## src/rtl/lsfadpcm_pkg.sv

```systemverilog
// ----------------------------------------------------------------------------
// lsfadpcm_pkg: shared types and constants of the 4-bit ADPCM decoder
// Widths, the header state carried to the sample unit and the predictor
// coefficient table.
// ----------------------------------------------------------------------------
package lsfadpcm_pkg;

   localparam int unsigned BYTE_W     = 8;
   localparam int unsigned NIBBLE_W   = 4;
   localparam int unsigned SAMPLE_W   = 16;
   localparam int unsigned COEF_W     = 8;
   localparam int unsigned UNITY_SHIFT = 12;  // shift at which a nibble is not scaled
   localparam int unsigned PRED_FRAC  = 6;    // predictor sum is in 1/64 units

   // Shift and filter taken from the last header transaction.
   typedef struct packed {
      logic [NIBBLE_W-1:0] scale_shift;
      logic [NIBBLE_W-1:0] filter_select;
   } hdr_state_type;

   // Newer-history coefficient; filter one and filters five and above are zero.
   function automatic logic signed [COEF_W-1:0] coef_newer(input logic [NIBBLE_W-1:0] sel);
      logic signed [COEF_W-1:0] c;
      unique case (sel)
         4'd0:    c = 8'sd115;
         4'd2:    c = 8'sd98;
         4'd3:    c = 8'sd60;
         4'd4:    c = 8'sd122;
         default: c = 8'sd0;
      endcase
      return c;
   endfunction

   // Coefficient on the older history sample.
   function automatic logic signed [COEF_W-1:0] coef_older(input logic [NIBBLE_W-1:0] sel);
      logic signed [COEF_W-1:0] c;
      unique case (sel)
         4'd0:    c = -8'sd52;
         4'd2:    c = -8'sd55;
         4'd4:    c = -8'sd60;
         default: c = 8'sd0;
      endcase
      return c;
   endfunction

endpackage

```

## src/rtl/lsfadpcm_sample.sv

```systemverilog
// ----------------------------------------------------------------------------
// lsfadpcm_sample: one-sample decode datapath
// Scale the signed nibble, add the two-tap prediction (truncated toward
// zero) and saturate to 16 bits.
// ----------------------------------------------------------------------------
module lsfadpcm_sample (
   input  lsfadpcm_pkg::hdr_state_type                  hdr_state,
   input  logic [lsfadpcm_pkg::NIBBLE_W-1:0]            nibble,
   input  logic signed [lsfadpcm_pkg::SAMPLE_W-1:0]     newer_hist,
   input  logic signed [lsfadpcm_pkg::SAMPLE_W-1:0]     older_hist,
   output logic signed [lsfadpcm_pkg::SAMPLE_W-1:0]     sample
);

   localparam int unsigned SCALED_W = lsfadpcm_pkg::SAMPLE_W + 1;
   localparam int unsigned PROD_W   = lsfadpcm_pkg::SAMPLE_W + lsfadpcm_pkg::COEF_W;
   localparam int unsigned ACC_W    = PROD_W + 1;
   localparam int unsigned PRED_W   = ACC_W - lsfadpcm_pkg::PRED_FRAC;
   localparam int unsigned SUM_W    = PRED_W + 1;

   logic signed [SCALED_W-1:0] nib_ext;
   logic signed [SCALED_W-1:0] scaled;
   logic [lsfadpcm_pkg::NIBBLE_W-1:0] shift_amt;
   logic signed [PROD_W-1:0] prod_newer;
   logic signed [PROD_W-1:0] prod_older;
   logic signed [ACC_W-1:0]  acc;
   logic signed [ACC_W-1:0]  acc_adj;
   logic signed [PRED_W-1:0] pred;
   logic signed [SUM_W-1:0]  total;

   localparam logic signed [SUM_W-1:0] SAT_MAX = SUM_W'((1 << (lsfadpcm_pkg::SAMPLE_W-1)) - 1);
   localparam logic signed [SUM_W-1:0] SAT_MIN = -SUM_W'(1 << (lsfadpcm_pkg::SAMPLE_W-1));
   localparam logic signed [ACC_W-1:0] TRUNC_BIAS = ACC_W'((1 << lsfadpcm_pkg::PRED_FRAC) - 1);
   localparam logic [lsfadpcm_pkg::NIBBLE_W-1:0] UNITY =
      lsfadpcm_pkg::NIBBLE_W'(lsfadpcm_pkg::UNITY_SHIFT);

   always_comb begin
      nib_ext = SCALED_W'($signed(nibble));
      // Shifts above unity become an arithmetic right shift (floor).
      if (hdr_state.scale_shift <= UNITY) begin
         shift_amt = UNITY - hdr_state.scale_shift;
         scaled    = nib_ext <<< shift_amt;
      end else begin
         shift_amt = hdr_state.scale_shift - UNITY;
         scaled    = nib_ext >>> shift_amt;
      end
   end

   assign prod_newer = newer_hist * lsfadpcm_pkg::coef_newer(hdr_state.filter_select);
   assign prod_older = older_hist * lsfadpcm_pkg::coef_older(hdr_state.filter_select);
   assign acc        = ACC_W'(prod_newer) + ACC_W'(prod_older);
   // Divide by 64 toward zero: bias negative sums before the shift.
   assign acc_adj    = acc[ACC_W-1] ? (acc + TRUNC_BIAS) : acc;
   assign pred       = PRED_W'(acc_adj >>> lsfadpcm_pkg::PRED_FRAC);
   assign total      = SUM_W'(scaled) + SUM_W'(pred);

   always_comb begin
      if (total > SAT_MAX) begin
         sample = lsfadpcm_pkg::SAMPLE_W'(SAT_MAX);
      end else if (total < SAT_MIN) begin
         sample = lsfadpcm_pkg::SAMPLE_W'(SAT_MIN);
      end else begin
         sample = lsfadpcm_pkg::SAMPLE_W'(total);
      end
   end

endmodule

```

## src/rtl/lsf_adpcm_decoder_core.sv

```systemverilog
// ----------------------------------------------------------------------------
// lsf_adpcm_decoder_core: PSX-style 4-bit ADPCM decoder, mono
// Byte-stream in, 16-bit PCM sample stream out.
// ----------------------------------------------------------------------------
// Feed one encoded byte per request transaction, with req_tuser high on the
// frame's header byte. A header transaction gives no sample; it loads the
// inverted shift (high nibble) and filter (low nibble). Every other byte
// gives two response transactions, low nibble first, the second flagged by
// rsp_tlast. A data byte occupies the decoder until both of its samples are
// decoded, one after the other, because each sample feeds the history used
// by the next. A new byte is taken in the cycle the previous one finishes. A
// finished sample waits in the response register; while it waits no further
// nibble is decoded, so a data byte holds the input register until the
// receiver takes the sample, whereas a header still passes. History and
// header state start at zero and carry across frames; frame length is not
// checked.
// ----------------------------------------------------------------------------
module lsf_adpcm_decoder_core (
   input  logic        clock,
   input  logic        reset,
   // request stream
   input  logic        req_tvalid,
   output logic        req_tready,
   input  logic [7:0]  req_tdata,   // [7:0] data_byte
   input  logic        req_tuser,   // [0] is_header
   // response stream
   output logic        rsp_tvalid,
   input  logic        rsp_tready,
   output logic [15:0] rsp_tdata,   // [15:0] pcm_sample
   output logic        rsp_tlast    // high on the high-nibble sample
);

   // Input register: holds the byte until both nibbles are decoded.
   logic                                      in_valid_ff, in_valid_in;
   logic [lsfadpcm_pkg::BYTE_W-1:0]           in_byte_ff, in_byte_in;
   logic                                      in_hdr_ff, in_hdr_in;
   logic                                      phase_ff, phase_in;   // 1: high nibble next

   // Decoder state.
   lsfadpcm_pkg::hdr_state_type               hdr_ff, hdr_in;
   logic signed [lsfadpcm_pkg::SAMPLE_W-1:0]  newer_ff, newer_in;
   logic signed [lsfadpcm_pkg::SAMPLE_W-1:0]  older_ff, older_in;

   // Response register.
   logic                                      out_valid_ff, out_valid_in;
   logic signed [lsfadpcm_pkg::SAMPLE_W-1:0]  out_sample_ff, out_sample_in;
   logic                                      out_last_ff, out_last_in;

   logic                                      out_free;
   logic                                      step;
   logic                                      data_step;
   logic                                      in_done;
   logic [lsfadpcm_pkg::NIBBLE_W-1:0]         nibble;
   logic signed [lsfadpcm_pkg::SAMPLE_W-1:0]  sample;

   // A header needs no response slot; a data nibble needs a free one.
   assign out_free  = !out_valid_ff || rsp_tready;
   assign step      = in_valid_ff && (in_hdr_ff || out_free);
   assign data_step = step && !in_hdr_ff;
   assign in_done   = step && (in_hdr_ff || phase_ff);

   assign req_tready = !in_valid_ff || in_done;

   assign nibble = phase_ff ? in_byte_ff[lsfadpcm_pkg::BYTE_W-1 -: lsfadpcm_pkg::NIBBLE_W]
                            : in_byte_ff[lsfadpcm_pkg::NIBBLE_W-1:0];

   lsfadpcm_sample u_sample (
      .hdr_state  (hdr_ff),
      .nibble     (nibble),
      .newer_hist (newer_ff),
      .older_hist (older_ff),
      .sample     (sample)
   );

   always_comb begin
      in_valid_in   = in_valid_ff;
      in_byte_in    = in_byte_ff;
      in_hdr_in     = in_hdr_ff;
      phase_in      = phase_ff;
      hdr_in        = hdr_ff;
      newer_in      = newer_ff;
      older_in      = older_ff;
      out_valid_in  = out_valid_ff && !rsp_tready;
      out_sample_in = out_sample_ff;
      out_last_in   = out_last_ff;

      // Header: store the inverted nibbles.
      if (step && in_hdr_ff) begin
         hdr_in.scale_shift   = ~in_byte_ff[lsfadpcm_pkg::BYTE_W-1 -: lsfadpcm_pkg::NIBBLE_W];
         hdr_in.filter_select = ~in_byte_ff[lsfadpcm_pkg::NIBBLE_W-1:0];
      end

      // Data: emit one sample, advance the history and the nibble phase.
      if (data_step) begin
         out_valid_in  = 1'b1;
         out_sample_in = sample;
         out_last_in   = phase_ff;
         older_in      = newer_ff;
         newer_in      = sample;
         phase_in      = !phase_ff;
      end

      if (in_done) begin
         in_valid_in = 1'b0;
      end
      // Load the next transaction.
      if (req_tvalid && req_tready) begin
         in_valid_in = 1'b1;
         in_byte_in  = req_tdata;
         in_hdr_in   = req_tuser;
         phase_in    = 1'b0;
      end
   end

   always_ff @(posedge clock) begin
      if (reset) begin
         in_valid_ff  <= 1'b0;
         phase_ff     <= 1'b0;
         hdr_ff       <= '0;
         newer_ff     <= '0;
         older_ff     <= '0;
         out_valid_ff <= 1'b0;
      end else begin
         in_valid_ff  <= in_valid_in;
         phase_ff     <= phase_in;
         hdr_ff       <= hdr_in;
         newer_ff     <= newer_in;
         older_ff     <= older_in;
         out_valid_ff <= out_valid_in;
      end
   end

   // Payload registers: no reset.
   always_ff @(posedge clock) begin
      in_byte_ff    <= in_byte_in;
      in_hdr_ff     <= in_hdr_in;
      out_sample_ff <= out_sample_in;
      out_last_ff   <= out_last_in;
   end

   assign rsp_tvalid = out_valid_ff;
   assign rsp_tdata  = out_sample_ff;
   assign rsp_tlast  = out_last_ff;

   // The high-nibble phase only exists while a data byte is held.
   a_phase_on_data: assert property (@(posedge clock) disable iff (reset)
      phase_ff |-> (in_valid_ff && !in_hdr_ff))
      else $error("nibble phase set without a data byte held");

   // A header never produces a response.
   a_hdr_silent: assert property (@(posedge clock) disable iff (reset)
      (step && in_hdr_ff && rsp_tready) |=> !out_valid_ff)
      else $error("header produced a response");

   // Each decoded sample pushes the previous one into the older history.
   a_hist_shift: assert property (@(posedge clock) disable iff (reset)
      data_step |=> (older_ff == $past(newer_ff) && newer_ff == out_sample_ff))
      else $error("history not advanced with the emitted sample");

   // The response flag follows the nibble that was decoded.
   a_last_phase: assert property (@(posedge clock) disable iff (reset)
      data_step |=> (out_valid_ff && out_last_ff == $past(phase_ff)))
      else $error("rsp_tlast does not match the nibble phase");

   // Finishing the high nibble frees the input register in the same cycle.
   a_release: assert property (@(posedge clock) disable iff (reset)
      (data_step && phase_ff) |-> req_tready)
      else $error("input register not released after the high nibble");

endmodule

```

## config.mk

```make
export PLATFORM = sky130hd
export DESIGN_NAME = lsf_adpcm_decoder_core
export DESIGN_NICKNAME = d
export VERILOG_FILES = /design/src/rtl/lsfadpcm_pkg.sv /design/src/rtl/lsfadpcm_sample.sv /design/src/rtl/lsf_adpcm_decoder_core.sv
export SDC_FILE = /design/constraint.sdc
export NUM_CORES = 1
export LEC_CHECK = 0
export BUFFER_PORTS_ARGS = -buffer_cell sky130_fd_sc_hd__buf_2
export CORE_MARGIN = 8
export CORE_UTILIZATION = 50
export DETAILED_ROUTE_END_ITERATION = 6
export GPL_ROUTABILITY_DRIVEN = 0
export PLACE_DENSITY = 0.66
export SLEW_MARGIN = 20
export SYNTH_ARGS = -nofsm -noshare
export SYNTH_HDL_FRONTEND = slang
export SYNTH_SLANG_ARGS = --single-unit
```

## constraint.sdc

```tcl
create_clock -name clock -period 16.9 [get_ports clock]
set_input_delay 0.845 -clock clock [delete_from_list [all_inputs] [get_ports clock]]
set_output_delay 0.845 -clock clock [all_outputs]
set_load 0.1 [all_outputs]
```

# Word-level counts from Yosys, hierarchy flattened
# Cells that the tools add are included.
# op_classes
n_addsub,5
multipliers,2
magnitude_cmp,3
eq_ne,3
shift,2
mux,10
n_bitwise,2
reduce_logical,18
# ops
operator,count
multiplier 16 x 8 -> 24 bit,2
2-to-1 mux 16 bit,2
one-hot mux 7 bit (4 select lines),1
adder 24 x 24 -> 25 bit,1
adder 25 x 7 -> 25 bit (second input constant),1
2-to-1 mux 25 bit,1
one-hot mux 8 bit (3 select lines),1
adder 17 x 19 -> 20 bit,1
> comparator 20 x 16 -> 1 bit (second input constant),1
< comparator 20 x 16 -> 1 bit (second input constant),1
2-to-1 mux 17 bit,1
<<< shifter 4 x 4 -> 17 bit,1
>>> shifter 4 x 4 -> 17 bit,1
== test 4 x 2 -> 1 bit (second input constant),2
NOT 4 bit,2
logical AND 1 bit,6
zero test 1 bit,5
== test 4 x 3 -> 1 bit (second input constant),1
<= comparator 4 bit (second input constant),1
zero test 4 bit,1
logical OR 1 bit,4
2-to-1 mux 4 bit,1
subtractor 4 bit (first input constant),1
subtractor 4 bit (second input constant),1
3 further kinds,5
# totals
regBits,69
output_inout_bits,19

# Logic depth before layout (Yosys ltp)
# Gate-level depths: netlist of the first run.
# logic_depth
ltp_word,10
ltp_mapped,41

# Modules after synthesis
# Synthesis of the first run repeated with hierarchy kept, for this count alone.
# hier_totals
cells_unflattened,1336
hier_area_um2,12162.9
# modules_own_cells
module,n_inst,cells_each,area_per_inst_um2,seq_area_each_um2
lsfadpcm_sample,1,1114,9699.3,0.0
lsf_adpcm_decoder_core,1,222,2463.6,1641.6

# Least setup slack after synthesis of the first run
# Ideal clock, no wire load.
# synth_timing
kind,register -> register
start,register hdr_ff[0] (netlist bit)
end,"register out_sample_ff, in the netlist rsp_tdata[1] (data pin)"
setup_ns,0.266
arrival_time_ns,9.110
required_time_ns,16.634
path_slack_ns,7.523
path_stages_with_launch,37
n_path_buf,3
synth_period_minus_slack_ns,9.377
path_cell_list,dfxtp_1 > nand2_1 > nor3_1 > a21o_1 > clkbuf_1 > o21ai_0 > fa_1 > fa_1 > inv_1 > fa_1 > fa_1 > fa_1 > inv_1 > fa_1 > inv_1 > ha_1 > a21oi_1 > o21ai_2 > xor2_2 > nand2_1 > or4_4 > nor4_4 > and4b_1 > buf_4 > nand3_2 > xnor2_1 > ha_1 > and3_1 > a221oi_1 > o21ai_0 > a41o_1 > a21o_1 > xnor2_1 > o31a_1 > clkbuf_1 > nand2b_1 > nand2_1
# synth_between
elab_chain_cells,10
# synth_rtl
item,line,source
from (decl),lsf_adpcm_decoder_core.sv:40,"lsfadpcm_pkg::hdr_state_type hdr_ff, hdr_in;"
from (signal assigned),lsf_adpcm_decoder_core.sv:126,hdr_ff <= hdr_in;
"== test 4 x 3 -> 1 bit, or another cell as far along","lsfadpcm_pkg.sv:24, lsfadpcm_pkg.sv:37",
one-hot mux 7 bit (4 select lines) / one-hot mux 8 bit (3 select lines) (equally long branches),"lsfadpcm_pkg.sv:24, lsfadpcm_pkg.sv:37",
"multiplier 16 x 8 -> 24 bit, on equally long branches","lsfadpcm_sample.sv:48, lsfadpcm_sample.sv:49",
adder 24 x 24 -> 25 bit *,lsfadpcm_sample.sv:50,assign acc = ACC_W'(prod_newer) + ACC_W'(prod_older);
adder 25 x 7 -> 25 bit,lsfadpcm_sample.sv:52,assign acc_adj = acc[ACC_W-1] ? (acc + TRUNC_BIAS) : acc;
2-to-1 mux 25 bit *,lsfadpcm_sample.sv:52,
adder 17 x 19 -> 20 bit *,lsfadpcm_sample.sv:54,assign total = SUM_W'(scaled) + SUM_W'(pred);
< comparator 20 x 16 -> 1 bit,lsfadpcm_sample.sv:59,end else if (total < SAT_MIN) begin
2-to-1 mux 16 bit,lsfadpcm_sample.sv:59,
2-to-1 mux 16 bit *,lsfadpcm_sample.sv:57,if (total > SAT_MAX) begin
net sample (one bit),lsf_adpcm_decoder_core.sv:54,logic signed [lsfadpcm_pkg::SAMPLE_W-1:0] sample;
to (signal assigned),lsf_adpcm_decoder_core.sv:137,out_sample_ff <= out_sample_in;
to (decl),lsf_adpcm_decoder_core.sv:46,"logic signed [lsfadpcm_pkg::SAMPLE_W-1:0] out_sample_ff, out_sample_in;"
# Mark *: on every way through the listed nets, which the timed path passes. The rest lies on a longest branch.
# A chain may end at the register's enable or synchronous reset.

# Worst setup path in the final report of the first run
# layout_timing
start,register hdr_ff[0] (netlist bit)
end,register newer_ff[1] (netlist bit)
# layout_between
elab_chain_cells,10
# layout_rtl
item,line,source
"== test 4 x 3 -> 1 bit, or another cell as far along","lsfadpcm_pkg.sv:24, lsfadpcm_pkg.sv:37",
one-hot mux 7 bit (4 select lines) / one-hot mux 8 bit (3 select lines) (equally long branches),"lsfadpcm_pkg.sv:24, lsfadpcm_pkg.sv:37",
"multiplier 16 x 8 -> 24 bit, on equally long branches","lsfadpcm_sample.sv:48, lsfadpcm_sample.sv:49",
adder 24 x 24 -> 25 bit *,lsfadpcm_sample.sv:50,
adder 25 x 7 -> 25 bit,lsfadpcm_sample.sv:52,
2-to-1 mux 25 bit *,lsfadpcm_sample.sv:52,
adder 17 x 19 -> 20 bit *,lsfadpcm_sample.sv:54,
< comparator 20 x 16 -> 1 bit,lsfadpcm_sample.sv:59,
2-to-1 mux 16 bit,lsfadpcm_sample.sv:59,
2-to-1 mux 16 bit *,lsfadpcm_sample.sv:57,
to (signal assigned),lsf_adpcm_decoder_core.sv:127,newer_ff <= newer_in;
to (decl),lsf_adpcm_decoder_core.sv:41,"logic signed [lsfadpcm_pkg::SAMPLE_W-1:0] newer_ff, newer_in;"
# Mark *: on every way between the ends. The rest lies on a longest branch, timed or not.

==> out/qor.yml, run 1 <==
status: "finished, final reports clean"
cp.depth: 33
path_class: "reg2reg"
h-tree-depth: 3
yosysUniqueCellTypes: 68
setup.worst_path.end: "newer_ff[1]"
insertion_delay_ns: 0.35
first_global_vias: 9751
ys.flop_type: "dfxtp_1"
cts.reportedPaths.clkPinSlew_ns: 0.07
rsz0062_at_grt: "false"
cp_num_buf_inv: 3
worst_path_largest_cell_delay_ns: 0.60
synth_area_per_cell_um2: 9.03
cts_made_buffers: 9
grt_pass1_wl_um: 51400
ctsHoldBuffers: 0
crit_slowest_cell: "nor3_4"
r2r_start: "hdr_ff[0]"
numClockSinks: 69
cts_setup_buffers: 0
fin_crit_ns: 11.13
grt-ovfl-total: 0
syn_inst: 1345
finalHoldViolCount: 0
synth_edf_count: 26
setup_viol: 0
postSynthNetCount: 1671
die_h_um: 172
drt_iter0_markers: 568
ys_seq_elements: 69
worst-r2r-setup-slack_ns: 5.77
viasPerCell: 5.49
die_width_um: 172
critPathLaunch: "hdr_ff[0]"
crit_top_cell: "fa_1"
num_rows: 57
drc: 0
worstPathRequired_ns: 17.08
antenna_found_initial: 0
grt_busiest_layer: "met2"
cts_tree: "built"
min_path_type: "reg2reg"
drt-pass1-iter-count: 5
ios: 32
core-area_um2: 24100
drive_gt1_share_pct: 6.78
ys_seq_area_share_pct: 13.5
met2_usage_pct: 35.8
end_kind: "flop"
grt_use_met1_pct: 31.1
post_drt_wl_per_cell_um: 18.2
fin_crit_sh_pct: 65.8
rr_worst_depth: 33
start_util_pct: 50.4
setup-tns-final_ns: 0
place_hpwl_um: 25200
die_area_um2: 29500
layout.nets: 1677
syn_area_um2: 12100
route.antenna.remaining_nets: 0
via_count: 9226
report.final.slew_viol_count: 0
cts_resized: 0
synthArstFlopShare_pct: 0
grt_max_degree: 52
worstMarginPinSlew_ns: 1.10
drv_cap: 0
postRouteWirelength_um: 30600
fmax_ghz: 0.0899
clockBufferDepth: 2
crit_family: "adder cells"
fill_cells: 2252
finalClockSkew_ns: 0.0149
root_buffer: "clkbuf_16"
n_antenna_cell: 0
grtUsageTotal_pct: 22.2
fin_ws_ns: 5.77
portBuffers: 31
yosysWarnings: 0
dp_worst_setup_slack_ns: 5.63
regToRegEndpoint: "newer_ff[1]"
grt_use_met3_pct: 2.76
cp_max_fo: 24
start_kind: "flop"
critPathArrivalTime_ns: 11.31
area_delta_synth_final_pct: 6.32
slew_headroom_pct: 26.5
## cell type report
cell class	instances	area [µm²]	share of cell area [%]
flip-flops and latches	69	1640	12.7
well taps	324	405	3.14
inverters	222	833	6.45
clock inverters	7	65.1	0.504
multi-input cells	1010	9530	73.8
repair buffers	39	215	1.67
clock buffers	9	225	1.74
## per-stage QoR
step / hold WS [ns] / util (%) / cells / area [µm²]
global route: 0.527 / 53.6 / 1680 / 12900
CTS: 0.494 / 53.6 / 1680 / 12900
finish: 0.494 / 53.6 / 1680 / 12900
detailed placement: 0.480 / 52.4 / 1664 / 12600
global placement: 0.474 / 52.4 / 1664 / 12600
floorplan: 0.406 / - / 1345 / 12100
## routing by layer
| layer | routed length [µm] | vias to the layer above | part of all wire, % |
|---|---|---|---|
| li1 | - | 4401 | - |
| met1 | 14500 | 4558 | 47 |
| met2 | 14100 | 224 | 46 |
| met3 | 1340 | 43 | 4.4 |
| met4 | 629 | 0 | 2.1 |
| met5 | 0 | - | 0 |
## how the worst min path moves through the flow
stage / start / endpoint / slack (ns) / cells past startpoint
floorplan: phase_ff / rsp_tlast / 0.41 / 0
global placement: in_byte_ff[4] / hdr_ff[4] / 0.47 / 1
detailed placement: in_byte_ff[4] / hdr_ff[4] / 0.48 / 1
CTS: in_byte_ff[4] / hdr_ff[4] / 0.49 / 1
global route: in_byte_ff[5] / hdr_ff[5] / 0.53 / 1
finish: in_byte_ff[4] / hdr_ff[4] / 0.49 / 1
## cell families (layout without fill, tap and decap cells)
group	Yosys count	in the layout	synth area share [%]
AND/OR/NAND/NOR	410	410	17.5
adder cells (fa/ha/maj)	313	313	43.5
buffers and inverters	266	277	8.26
AO/OA/AOI/OAI	212	212	11.5
flip-flops	69	69	13.5
XOR/XNOR	66	66	4.82
multiplexers	9	9	0.865
## synthesized netlist by cell type, types with 16 or more instances
| cell type | count | area (µm²) |
|---|---|---|
| a211oi_1 | 25 | 188 |
| a21o_1 | 23 | 173 |
| a21oi_1 | 56 | 280 |
| and2_1 | 88 | 551 |
| and3_1 | 23 | 144 |
| clkbuf_1 | 41 | 154 |
| dfxtp_1 | 43 | 861 |
| edfxtp_1 | 26 | 781 |
| fa_1 | 183 | 3660 |
| ha_1 | 130 | 1630 |
| inv_1 | 220 | 826 |
| nand2_1 | 96 | 360 |
| nor2_1 | 83 | 312 |
| nor2b_1 | 34 | 213 |
| nor3_1 | 16 | 80.1 |
| o21ai_0 | 40 | 200 |
| or2_2 | 17 | 106 |
| xnor2_1 | 41 | 359 |
| xor2_1 | 24 | 210 |
## placed cells by master (no fill, tap or decap), types with 11 or more instances in the layout
cell type	n
o21ai_0	40
fa_1	183
inv_1	220
nand2b_1	15
buf_2	31
a21oi_1	56
nor3_1	13
and2_1	88
ha_1	130
dfxtp_1	43
nand2_1	96
or2_2	17
xor2_1	24
nor2b_1	34
edfxtp_1	26
a211oi_1	25
xnor2_1	41
nand3_1	11
nor2_1	83
and3_1	23
a21o_1	23
## flip-flops by register name (all words and copies together) (netlist names)
name and count:
in_valid_ff 1, rsp_tlast 1, hdr_ff 8, rsp_tdata 16, rsp_tvalid 1, newer_ff 16, in_byte_ff 8, older_ff 16
phase_ff 1, in_hdr_ff 1
## worst reg2reg max path, delay by kind of cell (launching register included)
family	cells	cell delay, ns
XOR/XNOR	2	0.29
flip-flops	1	0.44
AND/OR/NAND/NOR	8	2.42
AO/OA/AOI/OAI	12	3.70
buffers and inverters	3	0.30
adder cells (fa/ha/maj)	8	3.82
Power of run 1 is not shown: default switching activity piles up to over one toggle a cycle in this logic, so the estimate is an artifact.
==> run 2: changes to the inputs <==
==> constraint.sdc (replaced) <==
create_clock -name clock -period 10.75 [get_ports clock]
set_input_delay 0.5375 -clock clock [delete_from_list [all_inputs] [get_ports clock]]
set_output_delay 0.5375 -clock clock [all_outputs]
set_load 0.1 [all_outputs]
==> run 2 against run 1 <==
- via count is 0.49% lower
- critical path type unchanged
- final cell count increased by 0.24%
- global-route usage decreased by 0.48 points
- wire length shrank 1.7%
- highest routed layer unchanged
- register-to-register slack worse by 5.2 ns
- hold slack worse by 0.13 ns
- critical path depth increased by 1
- count of clock-buffer cells in the layout rose by 2
- flip-flop and latch count is the same
- non-clock buffer count grew 5
==> out/qor.yml, run 2 (synthesis gave the netlist of run 1 again) <==
setup-tns-final_ns: 0
portBuffers: 31
fin_crit_sh_pct: 94.2
layout_common_cells: "220 x inv_1, 183 x fa_1, 130 x ha_1"
via_count: 9181
insertion_delay_ns: 0.35
worst-r2r-setup-slack_ns: 0.62
cp_max_fo: 18
drive_gt1_share_pct: 7.13
cts_setup_buffers: 0
whs_path_depth: 1
drt-pass1-iter-count: 5
die_h_um: 172
cts.reportedPaths.clkPinSlew_ns: 0.06
ctsHoldBuffers: 0
status: "finished, final reports clean"
cts_made_buffers: 9
setup_viol: 0
grt_pass1_wl_um: 50100
end_kind: "flop"
r2r_start: "hdr_ff[1]"
worstPathRequired_ns: 11.01
num_rows: 57
min_to: "in_byte_ff[6]"
n_antenna_cell: 0
crit_slowest_cell: "xnor2_1"
area_delta_synth_final_pct: 6.88
post_drt_wl_per_cell_um: 17.9
postRouteWirelength_um: 30100
fill_cells: 2265
final_common_cell: "inv_1"
core-area_um2: 24100
worstMarginPinSlew_ns: 0.930
ios: 32
grt_max_degree: 40
crit_top_cell: "fa_1"
hp-start: "req_tdata[6]"
rr_worst_depth: 34
final_area_um2: 13000
start_kind: "flop"
h-tree-depth: 3
clockBufferDepth: 2
min_path_type: "in2reg"
cts_tree: "built"
first_global_vias: 9390
fin_ws_ns: 0.618
route.antenna.remaining_nets: 0
drc: 0
grtUsageTotal_pct: 21.8
dp_worst_setup_slack_ns: 0.568
critPathArrivalTime_ns: 10.39
drt_iter0_markers: 617
slew_headroom_pct: 37.5
numClockSinks: 69
regToRegEndpoint: "newer_ff[8]"
die_area_um2: 29500
placed_area_um2: 12700
finalClockSkew_ns: 0.00887
viasPerCell: 5.45
path_class: "reg2reg"
start_util_pct: 50.4
die_width_um: 172
fin_crit_ns: 10.13
fin_util_pct: 53.9
antenna_found_initial: 0
rsz0062_at_grt: "false"
report.final.slew_viol_count: 0
worst_path_largest_cell_delay_ns: 0.61
finalHoldViolCount: 0
drv_cap: 0
place_hpwl_um: 24900
layout.nets: 1682
root_buffer: "clkbuf_16"
grt-ovfl-total: 0
fmax_ghz: 0.0987
critPathLaunch: "hdr_ff[1]"
## run 2: cell types whose count changed in the layout (fill, tap and decap cells not counted), moves of 2 or more
cell	change
clkbuf_1	+2
buf_4	+5
inv_6	-2
bufinv_16	+2
inv_8	-2
## run 2: routing by layer
layer	global-route usage [%]	share of wire, %
met1	31.6	48
met2	34.0	45
met3	2.72	5.5
met4	5.28	1.6
met5	0	0
## run 2: worst max-delay path: cells and delay by family (launching register included)
| kind | cells | cell delay (ns) |
|---|---|---|
| AOI/OAI and AO/OA | 12 | 2.97 |
| xor gates and xnor gates | 2 | 0.78 |
| adders and majority gates | 9 | 4.21 |
| buffers and inverters | 5 | 0.52 |
| DFF | 1 | 0.43 |
| and+or+nand+nor | 6 | 1.13 |
## run 2: cell type report
| type | instances | area [µm²] | area share (%) |
|---|---|---|---|
| inverters | 222 | 833 | 6.42 |
| clock buffers | 11 | 233 | 1.79 |
| well taps | 324 | 405 | 3.12 |
| flip-flops and latches | 69 | 1640 | 12.6 |
| multi-input cells | 1010 | 9540 | 73.5 |
| clock inverters | 4 | 73.8 | 0.569 |
| repair buffers | 44 | 253 | 1.95 |
## run 2: repair_timing
item,4_1_cts,5_1_grt
endpoints found under the setup margin,0,26
resized for setup,0,4
endpoints found under the hold margin,0,0
## run 2: worst max-delay path by stage
stage / end / slack [ns]
global placement: newer_ff[12] / 0.72
finish: newer_ff[8] / 0.62
floorplan: rsp_tdata[1] / 1.37
global route: newer_ff[6] / 0.03
detailed placement: newer_ff[8] / 0.57
CTS: newer_ff[8] / 0.50
## run 2: metrics by stage
step | instances | hold slack, ns
2_1_floorplan | 1345 | 0.406
3_3_place_gp | 1669 | 0.465
3_5_place_dp | 1669 | 0.457
4_1_cts | 1684 | 0.352
5_1_grt | 1684 | 0.354
6_report | 1684 | 0.366
Power of run 2 is left out for the same reason.
==> run 3: changes to the inputs <==
--- a/config.mk
+++ b/config.mk
@@ -10,7 +10,7 @@
 export CORE_UTILIZATION = 50
 export DETAILED_ROUTE_END_ITERATION = 6
 export GPL_ROUTABILITY_DRIVEN = 0
-export PLACE_DENSITY = 0.66
+export PLACE_DENSITY_LB_ADDON = 0.2
 export SLEW_MARGIN = 20
 export SYNTH_ARGS = -nofsm -noshare
 export SYNTH_HDL_FRONTEND = slang
==> run 3 against run 2 <==
- via count is 0.99% lower
- clock skew increased by 0.0034 ns
- critical path type unchanged
- critical path depth stayed put
- count of clock-buffer cells in the layout decreased by 2
- die area unchanged
- hold slack worse by 0.0035 ns
- core utilization decreased by 0.22 points
- non-clock buffer count is 4 lower
- global-route usage increased by 0.30 points
- flip-flop and latch count is the same
- wire length shrank 0.32%
- highest routed layer unchanged
- fmax grew 0.41%
==> out/qor.yml, run 3 (synthesis gave the netlist of run 1 again) <==
crit_top_cell: "fa_1"
grt_max_degree: 46
worstPathRequired_ns: 11.01
die_h_um: 172
cts.reportedPaths.clkPinSlew_ns: 0.07
layout_common_cells: "220 x inv_1, 183 x fa_1, 130 x ha_1"
cp_num_buf_inv: 4
worstMarginPinSlew_ns: 1.06
rsz0062_at_grt: "false"
core-area_um2: 24100
cts_tree: "built"
via_count: 9090
numClockSinks: 69
fin_crit_ns: 10.09
end_kind: "flop"
drt_iter0_markers: 565
report.final.slew_viol_count: 0
slew_headroom_pct: 29.3
fill_cells: 2284
path_class: "reg2reg"
setup-tns-final_ns: 0
crit_slowest_cell: "fa_1"
clockBufferDepth: 2
fmax_ghz: 0.0991
insertion_delay_ns: 0.35
cts_resized: 0
cp_max_fo: 21
start_kind: "flop"
critPathArrivalTime_ns: 10.35
final_common_cell: "inv_1"
h-tree-depth: 3
antenna_found_initial: 0
grt-ovfl-total: 0
grt_pass1_wl_um: 50800
n_antenna_cell: 0
die_width_um: 172
status: "finished, final reports clean"
start_util_pct: 50.4
ios: 32
crit_family: "adder cells"
fin_crit_sh_pct: 93.9
die_area_um2: 29500
drt-pass1-iter-count: 6
postRouteWirelength_um: 30000
root_buffer: "clkbuf_16"
finalHoldViolCount: 0
route.antenna.remaining_nets: 0
min_path_type: "in2reg"
finalClockSkew_ns: 0.0123
cts_setup_buffers: 0
grtUsageTotal_pct: 22.0
worst_path_largest_cell_delay_ns: 0.58
layout.nets: 1678
drv_cap: 0
cts_made_buffers: 9
drc: 0
drive_gt1_share_pct: 7.07
post_drt_wl_per_cell_um: 17.8
ctsHoldBuffers: 0
place_hpwl_um: 25100
num_rows: 57
portBuffers: 31
first_global_vias: 9623
area_delta_synth_final_pct: 6.45
viasPerCell: 5.41
setup_viol: 0
## run 3: path summary, 6_finish.rpt
kind,to,slack (ns),cells past startpoint,start
worst min register to register,hdr_ff[4],0.48,1,in_byte_ff[4]
worst max-delay path,newer_ff[4],0.66,34,hdr_ff[3]
worst min-delay path,in_byte_ff[6],0.36,1,req_tdata[6]
worst max register to register,newer_ff[4],0.66,34,hdr_ff[3]
## run 3: metrics by stage
stage	area [µm²]	util, %	hold slack (ns)	setup WS (ns)	cells
floorplan	12100	-	0.406	1.37	1345
detailed placement	12600	52.4	0.468	0.510	1665
finish	12900	53.6	0.363	0.660	1681
CTS	12900	53.6	0.354	0.435	1681
global placement	12600	52.4	0.464	0.615	1665
global route	12900	53.6	0.346	0.0379	1681
## run 3: worst register-to-register path: cells and delay by family, from the launching register on
family / cells / cell delay [ns]
adders and majority gates: 8 / 3.78
and+or+nand+nor: 10 / 2.74
AOI/OAI and AO/OA: 9 / 2.24
xor gates and xnor gates: 3 / 0.57
DFF: 1 / 0.44
buffers and inverters: 4 / 0.22
## run 3: cell type report
class | instances | area [µm²] | share of cell area, %
inverters | 222 | 837 | 6.47
multi-input cells | 1010 | 9540 | 73.7
repair buffers | 40 | 223 | 1.72
clock buffers | 9 | 225 | 1.74
flip-flops and latches | 69 | 1640 | 12.7
clock inverters | 7 | 63.8 | 0.493
well taps | 324 | 405 | 3.13
## run 3: layer usage
layer | vias up | track usage, % | part of all wire, %
met4 | 0 | 5.13 | 1.7
met5 | - | 0 | 0
li1 | 4404 | - | -
met3 | 33 | 3.22 | 5.1
met2 | 223 | 35.3 | 46
met1 | 4430 | 31.2 | 47
Power of run 3 is left out for the same reason.
